### src/design/srsw_pkg.sv
// Shared types and constants for the selective repeat sender window.
package srsw_pkg;

    // Message and sequence number limits.
    localparam int MAX_MSG_FRAMES = 128;
    localparam int SEQ_BITS       = 3;
    localparam int SEQ_MOD        = 1 << SEQ_BITS;

    // Operation codes carried on the input channel's tuser.
    localparam logic [1:0] OP_NEW      = 2'd0;
    localparam logic [1:0] OP_ACK      = 2'd1;
    localparam logic [1:0] OP_TIMEOUT  = 2'd2;
    localparam logic [1:0] OP_RESERVED = 2'd3;

    // Register index decoded from paddr[2].
    localparam logic REG_WIN_CFG = 1'b0;

    // Window limits and reset value.
    localparam logic [2:0] WIN_MIN   = 3'd1;
    localparam logic [2:0] WIN_MAX   = 3'd4;
    localparam logic [2:0] WIN_RESET = 3'd4;

    // Commands from the controller to the datapath.
    typedef struct packed {
        logic capture;     // latch the accepted input item
        logic update;      // apply new message or acknowledgement mark
        logic base_inc;    // step base past one acknowledged frame
        logic scan_clear;  // restart the window scan
        logic scan_step;   // examine one window slot
        logic finish;      // deliver the closing result item
    } ctrl_cmd_t;

    // Status from the datapath to the controller.
    typedef struct packed {
        logic [1:0] op;
        logic       adv_more;
        logic       scan_end;
        logic       scan_hit;
        logic       have_pend;
        logic       slot_free;
    } dp_status_t;

endpackage

### src/design/srsw_ctrl.sv
// Controller state machine sequencing update, base advance and window scan.
module srsw_ctrl (
    input  logic                   aclk,
    input  logic                   aresetn,
    input  logic                   s_valid,
    output logic                   s_ready,
    input  srsw_pkg::dp_status_t   status,
    output srsw_pkg::ctrl_cmd_t    cmd
);
    import srsw_pkg::*;

    localparam logic [2:0] ST_IDLE    = 3'd0;
    localparam logic [2:0] ST_UPDATE  = 3'd1;
    localparam logic [2:0] ST_ADVANCE = 3'd2;
    localparam logic [2:0] ST_SCAN    = 3'd3;
    localparam logic [2:0] ST_FINISH  = 3'd4;

    logic [2:0] state_reg;
    logic [2:0] state_next;

    // Next state and command decode.
    always_comb begin
        state_next = state_reg;
        cmd        = '0;
        s_ready    = 1'b0;
        unique case (state_reg)
            ST_IDLE: begin
                s_ready = 1'b1;
                if (s_valid) begin
                    cmd.capture = 1'b1;
                    state_next  = ST_UPDATE;
                end
            end
            ST_UPDATE: begin
                cmd.update     = 1'b1;
                cmd.scan_clear = 1'b1;
                if (status.op == OP_RESERVED) begin
                    state_next = ST_FINISH;
                end else begin
                    state_next = ST_ADVANCE;
                end
            end
            ST_ADVANCE: begin
                if (status.adv_more) begin
                    cmd.base_inc = 1'b1;
                end else begin
                    state_next = ST_SCAN;
                end
            end
            ST_SCAN: begin
                if (status.scan_end) begin
                    state_next = ST_FINISH;
                end else if (!(status.scan_hit && status.have_pend && !status.slot_free)) begin
                    cmd.scan_step = 1'b1;
                end
            end
            ST_FINISH: begin
                if (status.slot_free) begin
                    cmd.finish = 1'b1;
                    state_next = ST_IDLE;
                end
            end
            default: begin
                state_next = ST_IDLE;
            end
        endcase
    end

    // State register.
    always_ff @(posedge aclk) begin
        if (!aresetn) begin
            state_reg <= ST_IDLE;
        end else begin
            state_reg <= state_next;
        end
    end

endmodule

### src/design/srsw_dpath.sv
// Datapath: message state, acknowledged map, window scan and output register.
module srsw_dpath (
    input  logic                   aclk,
    input  logic                   aresetn,
    input  srsw_pkg::ctrl_cmd_t    cmd,
    output srsw_pkg::dp_status_t   status,
    input  logic [2:0]             win_cfg,
    input  logic [1:0]             in_op,
    input  logic [7:0]             in_msg_len,
    input  logic [2:0]             in_ack_seq,
    output logic                   out_valid,
    input  logic                   out_ready,
    output logic                   out_send_valid,
    output logic [6:0]             out_frame_index,
    output logic [2:0]             out_frame_seq,
    output logic                   out_message_done,
    output logic                   out_last
);
    import srsw_pkg::*;

    localparam int TW = $clog2(MAX_MSG_FRAMES + 1);
    localparam int SW = TW + 1;
    localparam int MW = ((TW > SEQ_BITS) ? TW : SEQ_BITS) + 1;
    localparam int CW = (TW > 8) ? TW : 8;

    // Latched input item.
    logic [1:0]          op_reg;
    logic [7:0]          count_reg;
    logic [2:0]          ack_reg;

    // Message state. A frame can only be marked within one sequence cycle of base,
    // so the acknowledged flags cover base through base + SEQ_MOD - 1 and are
    // indexed by the low bits of the frame position.
    logic [SEQ_MOD-1:0]  acked_reg;
    logic [TW-1:0]       base_reg;
    logic [TW-1:0]       total_reg;
    logic [SEQ_BITS-1:0] first_seq_reg;
    logic [SEQ_BITS-1:0] seq_next_reg;

    // Window scan.
    logic [2:0]          k_reg;
    logic                have_pend_reg;
    logic [6:0]          pend_index_reg;
    logic [2:0]          pend_seq_reg;

    // Output register.
    logic                out_valid_reg;
    logic                out_send_valid_reg;
    logic [6:0]          out_index_reg;
    logic [2:0]          out_seq_reg;
    logic                out_done_reg;
    logic                out_last_reg;

    logic [2:0]          win_eff;
    logic                done;
    logic                slot_free;
    logic [CW-1:0]       cnt_ext;
    logic [CW-1:0]       cnt_sat;
    logic [SEQ_BITS-1:0] seq_sum;
    logic [SEQ_BITS+2:0] ack_wide;
    logic [SEQ_BITS+TW-1:0] base_wide;
    logic [SEQ_BITS-1:0] ack_d;
    logic [MW-1:0]       mark_idx;
    logic                mark_ok;
    logic [SW-1:0]       scan_idx;
    logic                scan_in_range;
    logic                scan_hit;
    logic [MW-1:0]       cand_seq_sum;
    logic [SEQ_BITS+2:0] cand_seq_wide;
    logic [SW+6:0]       cand_idx_wide;
    logic                push_pend;
    logic                push_final;

    // Effective window: zero acts as one, above four acts as four.
    always_comb begin
        priority if (win_cfg < WIN_MIN) begin
            win_eff = WIN_MIN;
        end else if (win_cfg > WIN_MAX) begin
            win_eff = WIN_MAX;
        end else begin
            win_eff = win_cfg;
        end
    end

    assign done      = (base_reg >= total_reg);
    assign slot_free = !out_valid_reg || out_ready;

    // New message: saturate the count and continue the sequence counter.
    assign cnt_ext = CW'(count_reg);
    assign cnt_sat = (cnt_ext > CW'(MAX_MSG_FRAMES)) ? CW'(MAX_MSG_FRAMES) : cnt_ext;
    assign seq_sum = seq_next_reg + cnt_sat[SEQ_BITS-1:0];

    // Acknowledgement: the only candidate at or after base is base plus the sequence offset.
    assign ack_wide  = {{SEQ_BITS{1'b0}}, ack_reg};
    assign base_wide = {{SEQ_BITS{1'b0}}, base_reg};
    assign ack_d     = ack_wide[SEQ_BITS-1:0] - first_seq_reg - base_wide[SEQ_BITS-1:0];
    assign mark_idx  = MW'(base_reg) + MW'(ack_d);
    assign mark_ok   = (mark_idx < MW'(total_reg));

    // Window slot under examination.
    assign scan_idx      = SW'(base_reg) + SW'(k_reg);
    assign scan_in_range = (scan_idx < SW'(total_reg));
    assign scan_hit      = scan_in_range && !acked_reg[scan_idx[SEQ_BITS-1:0]];
    assign cand_seq_sum  = MW'(first_seq_reg) + MW'(scan_idx);
    assign cand_seq_wide = {3'b000, cand_seq_sum[SEQ_BITS-1:0]};
    assign cand_idx_wide = {7'b0000000, scan_idx};

    assign push_pend  = cmd.scan_step && scan_hit && have_pend_reg;
    assign push_final = cmd.finish;

    // Status back to the controller.
    always_comb begin
        status.op        = op_reg;
        status.adv_more  = (base_reg < total_reg) && acked_reg[base_reg[SEQ_BITS-1:0]];
        status.scan_end  = (k_reg == win_eff) || !scan_in_range;
        status.scan_hit  = scan_hit;
        status.have_pend = have_pend_reg;
        status.slot_free = slot_free;
    end

    // Input item latch.
    always_ff @(posedge aclk) begin
        if (cmd.capture) begin
            op_reg    <= in_op;
            count_reg <= in_msg_len;
            ack_reg   <= in_ack_seq;
        end
    end

    // Message state: new message, acknowledgement mark and base advance.
    // Stepping base frees the flag of the passed frame for the frame SEQ_MOD positions later.
    always_ff @(posedge aclk) begin
        if (!aresetn) begin
            acked_reg     <= '0;
            base_reg      <= '0;
            total_reg     <= '0;
            first_seq_reg <= '0;
            seq_next_reg  <= '0;
        end else begin
            if (cmd.update && op_reg == OP_NEW && count_reg != 8'd0) begin
                first_seq_reg <= seq_next_reg;
                seq_next_reg  <= seq_sum;
                total_reg     <= cnt_sat[TW-1:0];
                acked_reg     <= '0;
                base_reg      <= '0;
            end else if (cmd.update && op_reg == OP_ACK && mark_ok) begin
                acked_reg[mark_idx[SEQ_BITS-1:0]] <= 1'b1;
            end else if (cmd.base_inc) begin
                base_reg                          <= base_reg + TW'(1);
                acked_reg[base_reg[SEQ_BITS-1:0]] <= 1'b0;
            end
        end
    end

    // Window scan: hold one found frame back so the final one can carry last.
    always_ff @(posedge aclk) begin
        if (!aresetn) begin
            k_reg         <= '0;
            have_pend_reg <= 1'b0;
        end else begin
            if (cmd.scan_clear || cmd.finish) begin
                k_reg         <= '0;
                have_pend_reg <= 1'b0;
            end else if (cmd.scan_step) begin
                k_reg <= k_reg + 3'd1;
                if (scan_hit) begin
                    have_pend_reg <= 1'b1;
                end
            end
        end
    end

    always_ff @(posedge aclk) begin
        if (cmd.scan_step && scan_hit) begin
            pend_index_reg <= cand_idx_wide[6:0];
            pend_seq_reg   <= cand_seq_wide[2:0];
        end
    end

    // Output register control.
    always_ff @(posedge aclk) begin
        if (!aresetn) begin
            out_valid_reg <= 1'b0;
        end else if (push_pend || push_final) begin
            out_valid_reg <= 1'b1;
        end else if (out_ready) begin
            out_valid_reg <= 1'b0;
        end
    end

    // Output register payload: a held frame, or the closing item with the last held frame or the empty result.
    always_ff @(posedge aclk) begin
        if (push_pend) begin
            out_send_valid_reg <= 1'b1;
            out_index_reg      <= pend_index_reg;
            out_seq_reg        <= pend_seq_reg;
            out_done_reg       <= done;
            out_last_reg       <= 1'b0;
        end else if (push_final) begin
            out_send_valid_reg <= have_pend_reg;
            out_index_reg      <= have_pend_reg ? pend_index_reg : 7'd0;
            out_seq_reg        <= have_pend_reg ? pend_seq_reg : 3'd0;
            out_done_reg       <= done;
            out_last_reg       <= 1'b1;
        end
    end

    assign out_valid        = out_valid_reg;
    assign out_send_valid   = out_send_valid_reg;
    assign out_frame_index  = out_index_reg;
    assign out_frame_seq    = out_seq_reg;
    assign out_message_done = out_done_reg;
    assign out_last         = out_last_reg;

endmodule

### src/design/selective_repeat_sender_window.sv
// Steps per item: update, base advance past each acknowledged frame at base, window scan
// of up to four slots and the closing item; a reserved op skips advance and scan.
// The next item is taken only once this one's closing item is in the output register.
// Result items wait in one output register; the scan and the closing step stall only while
// it holds an item that has not been taken.
// Reset (aresetn low, synchronous) clears the acknowledged flags, base, frame count and
// sequence counter and sets the window register to 4; no clearing pass.
module selective_repeat_sender_window (
    input  logic        aclk,
    input  logic        aresetn,
    // Input item channel.
    input  logic        s_axis_tvalid,
    output logic        s_axis_tready,
    input  logic [15:0] s_axis_tdata,   // msg_len[7:0], ack_seq[10:8], zero fill
    input  logic [1:0]  s_axis_tuser,   // op[1:0]
    // Result item channel.
    output logic        m_axis_tvalid,
    input  logic        m_axis_tready,
    output logic [15:0] m_axis_tdata,   // frame_index[6:0], frame_seq[9:7],
                                        // message_done[10], zero fill
    output logic [0:0]  m_axis_tuser,   // send_valid[0]
    output logic        m_axis_tlast,
    // Configuration port.
    input  logic        psel,
    input  logic        penable,
    input  logic        pwrite,
    input  logic [2:0]  paddr,
    input  logic [31:0] pwdata,
    output logic [31:0] prdata,
    output logic        pready
);
    import srsw_pkg::*;

    ctrl_cmd_t  cmd;
    dp_status_t status;
    logic [2:0] win_cfg_reg;
    logic       send_valid;
    logic [6:0] frame_index;
    logic [2:0] frame_seq;
    logic       message_done;

    // Configuration register.
    assign pready = 1'b1;

    always_ff @(posedge aclk) begin
        if (!aresetn) begin
            win_cfg_reg <= WIN_RESET;
        end else if (psel && penable && pwrite && pready && paddr[2] == REG_WIN_CFG) begin
            win_cfg_reg <= pwdata[2:0];
        end
    end

    assign prdata = (paddr[2] == REG_WIN_CFG) ? {29'd0, win_cfg_reg} : 32'd0;

    srsw_ctrl u_ctrl (
        .aclk    (aclk),
        .aresetn (aresetn),
        .s_valid (s_axis_tvalid),
        .s_ready (s_axis_tready),
        .status  (status),
        .cmd     (cmd)
    );

    srsw_dpath u_dpath (
        .aclk             (aclk),
        .aresetn          (aresetn),
        .cmd              (cmd),
        .status           (status),
        .win_cfg          (win_cfg_reg),
        .in_op            (s_axis_tuser),
        .in_msg_len       (s_axis_tdata[7:0]),
        .in_ack_seq       (s_axis_tdata[10:8]),
        .out_valid        (m_axis_tvalid),
        .out_ready        (m_axis_tready),
        .out_send_valid   (send_valid),
        .out_frame_index  (frame_index),
        .out_frame_seq    (frame_seq),
        .out_message_done (message_done),
        .out_last         (m_axis_tlast)
    );

    // Result packing.
    assign m_axis_tdata = {5'd0, message_done, frame_seq, frame_index};
    assign m_axis_tuser = send_valid;

endmodule
### config.mk
export PLATFORM = sky130hd
export DESIGN_NAME = selective_repeat_sender_window
export DESIGN_NICKNAME = d
export VERILOG_FILES = /design/src/design/srsw_pkg.sv /design/src/design/srsw_ctrl.sv /design/src/design/srsw_dpath.sv /design/src/design/selective_repeat_sender_window.sv
export SDC_FILE = /design/constraint.sdc
export NUM_CORES = 1
export LEC_CHECK = 0
export ABC_CLOCK_PERIOD_IN_PS = 6900
export BUFFER_PORTS_ARGS = -buffer_cell sky130_fd_sc_hd__buf_2
export CAP_MARGIN = 0
export CORE_MARGIN = 2
export CORE_UTILIZATION = 51
export CTS_CLUSTER_SIZE = 8
export DETAILED_ROUTE_END_ITERATION = 7
export GPL_TIMING_DRIVEN = 0
export PLACE_DENSITY = 0.77
export SLEW_MARGIN = 10
export SYNTH_ARGS = -nofsm -noshare
export SYNTH_HDL_FRONTEND = slang
export SYNTH_SLANG_ARGS = --single-unit
### constraint.sdc
create_clock -name aclk -period 6.9 [get_ports aclk]
set_input_delay 0.69 -clock aclk [delete_from_list [all_inputs] [get_ports aclk]]
set_output_delay 0.69 -clock aclk [all_outputs]
set_load 0.005 [all_outputs]
==> flow_metrics.env <==
export IMPL_outcome="complete, no violations"
export IMPL_peakVddDrop_mv=0.146
export IMPL_fp_coreArea_mm2=0.00868
export IMPL_area_growth_pct=15.1
export IMPL_vias_per_cell=5.40
export IMPL_hold_depth=2
export IMPL_internal_power_mw=0.757
export IMPL_startpoint="u_dpath.base_reg[0]"
export IMPL_p_total_mw=1.02
export IMPL_dp_hpwl_mm=7.35
export IMPL_grt_pass1_vias=3482
export IMPL_synth_seq_cells=77
export IMPL_die_y_um=98.3
export IMPL_cap_violations=0
export IMPL_wirelength_mm=9.73
export IMPL_num_rows=34
export IMPL_tightest_slew_ns=0.914
export IMPL_end_kind="register"
export IMPL_clkTransAtPathRegs_ns=0.09
export IMPL_p_per_area_mw_per_mm2=196
export IMPL_synth_top_area_cell="edfxtp_1"
export IMPL_critPathLaunchType="register"
export IMPL_drv_slew=0
export IMPL_p_sw_mw=0.264
export IMPL_power_frac_clock=0.371
export IMPL_critPathMaxFanout=10
export IMPL_clock_latency_ns=0.35
export IMPL_synth_flop_cell="dfxtp_1"
export IMPL_nets=636
export IMPL_fmax_mhz=215
export IMPL_p_leak_nw=2.29
export IMPL_mostFrequentLayoutCells="buf_2, dfxtp_1, buf_4"
export IMPL_nFillCells=763
export IMPL_fin_setup_tns_ns=0
export IMPL_rsz0062_at_grt="no"
export IMPL_syn_area_per_cell_um2=10.0
export IMPL_slew_headroom=0.387
export IMPL_power_frac_comb=0.129
export IMPL_hold_start="u_dpath.out_last"
export IMPL_synth_top_area_share=0.225
export IMPL_skew_ns=0.0188
export IMPL_post_route_period_util=0.675
export IMPL_cts_path_max_buffers=2
export IMPL_die_w_um=98.3
export IMPL_rr_worst_depth=18
export IMPL_worstSetupPathType="register to register"
export IMPL_grt_usage=0.209
export IMPL_syn_inst=453
export IMPL_crit_chain="inv_1 -> fa_1 -> inv_1 -> fa_1 -> xnor2_1 -> xnor2_1 -> xnor2_1 -> ha_1 -> nor2b_1 -> o21ai_0 -> nor2_1 -> xor2_1 -> ha_1 -> a21oi_1 -> o221ai_1 -> a21o_1 -> or3_1 -> o31ai_1"
export IMPL_antenna_found_initial=0
export IMPL_fin_crit_ns=4.66
export IMPL_initial_core_util=0.522
export IMPL_cts_sinks=77
export IMPL_r2r_setup_slack_ns=2.24
export IMPL_r2r_end="u_dpath.acked_reg[6]"
export IMPL_hold_class="register to register"
export IMPL_min_to="u_dpath.out_last"
export IMPL_cts_resized_gates=0
export IMPL_final_layout_size_suffix_gt1_frac=0.196
export IMPL_hold_viol=0
export IMPL_ios=113
export IMPL_arrival_ns=4.92
export IMPL_worstPathRequired_ns=7.16
export IMPL_die_area_mm2=0.00966
export IMPL_port_buffers=40
export IMPL_slowest_delay_ns=0.63
export IMPL_cts_made_buffers=9
export IMPL_grt_ovfl_total=0
export IMPL_cp_slowest_cell="dfxtp_1"
export IMPL_ys_top_cells_by_area="edfxtp_1, dfxtp_1, ha_1"
export IMPL_vias=3507
export IMPL_drt_pass1_iter_count=5
export IMPL_diodes=0
export IMPL_switching_share=0.259
export IMPL_grt_pass1_wl_mm=16.2
export IMPL_wl_per_cell_um=15.0
export IMPL_grt_max_degree=15
export IMPL_multi_input_area_mm2=0.00234
export IMPL_synth_edf_count=34
export IMPL_final_antenna_net_count=0
export IMPL_hold_buffers=0
export IMPL_drt_iter0_drc=268
export IMPL_cts_htree_levels=3
export IMPL_worst_r2r_startpoint="u_dpath.base_reg[0]"
export IMPL_seq_area_frac_synth=0.415
export IMPL_finalSetupViolations=0
export IMPL_ys_types=55
export IMPL_seqPwrFrac=0.500
export IMPL_place_congestion=0.896
export IMPL_ys_warn_count=0
export IMPL_syn_area_mm2=0.00453
export IMPL_postCtsSetupBuffers=0
export IMPL_root_buffer="clkbuf_8"
export IMPL_crit_top_cell="xnor2_1"
export IMPL_regArea_mm2=0.00188
export IMPL_drc=0
export IMPL_synthArstFlopShare=0
export IMPL_cts_tree="yes"
Yosys cell counts (7+ instances only):
master,number
or3_1,7
nand3_1,9
clkbuf_1,11
a21oi_1,21
o21ai_0,19
mux2i_1,10
and2_1,14
a21o_1,10
dfxtp_1,43
nand2_1,32
edfxtp_1,34
ha_1,33
nand2b_1,9
inv_1,25
xor2_1,9
buf_4,38
nor2_1,23
nor2b_1,13
xnor2_1,13
per-stage QoR:
step,hold WS [ns],utilization,cell area [um^2],std cells,setup WS [ns]
after floorplan,0.441,-,4660,486,2.94
after global placement,0.434,0.575,4990,634,2.42
after detailed placement,0.453,0.575,4990,634,2.35
after CTS,0.467,0.601,5220,650,2.31
after global routing,0.486,0.601,5220,650,1.96
final,0.460,0.601,5220,650,2.24
final cells by class:
class                   instances  share of cell area
plain buffers                  52              0.0655
flip-flops and latches         77               0.361
well taps                     108              0.0259
repair buffers                 40              0.0384
inverters                      25              0.0180
clock inverters                 5              0.0122
clock buffers                  11              0.0312
multi-input cells             332               0.448
layer usage:
layer  track usage  vias up  wire length [um]
li1              -     1710                 -
met1         0.264     1645              4150
met2         0.349      127              4750
met3        0.0372       25               558
met4        0.0991        0               270
met5             0        -                 0
kinds of logic after synthesis:
group | after synthesis | share of synthesized area
AOI/OAI and AO/OA | 90 | 0.135
xor gates and xnor gates | 22 | 0.0425
adders and majority gates | 39 | 0.118
buffers and inverters | 77 | 0.0961
DFF | 77 | 0.415
muxes | 12 | 0.0320
other | 2 | 0.00166
and+or+nand+nor | 134 | 0.160
critical path: cells and delay by family, from the launching register on:
kind	cells	cell delay, ns
xor+xnor	4	0.64
flops	1	0.63
buf+inv	2	0.30
compound gates	5	1.13
simple gates	3	0.63
fa+ha+maj	4	1.24
worst max path at each step:
stage	cells after the start	slack (ns)	end
2_1_floorplan	17	2.94	u_dpath.acked_reg[2]
3_3_place_gp	13	2.42	u_dpath.out_frame_index[0]
3_5_place_dp	18	2.35	u_dpath.acked_reg[4]
4_1_cts	18	2.31	u_dpath.acked_reg[2]
5_1_grt	18	1.96	u_dpath.acked_reg[2]
6_report	18	2.24	u_dpath.acked_reg[6]
power by group through the flow:
stage / Clock, mW / Combinational (mW) / Sequential, mW
2_1_floorplan: 0 / 0.0936 / 0.519
3_3_place_gp: 0 / 0.126 / 0.520
3_5_place_dp: 0 / 0.131 / 0.521
4_1_cts: 0.386 / 0.131 / 0.510
5_1_grt: 0.404 / 0.149 / 0.513
6_report: 0.379 / 0.132 / 0.510
Note: power is estimated with default switching activity, not from simulation.
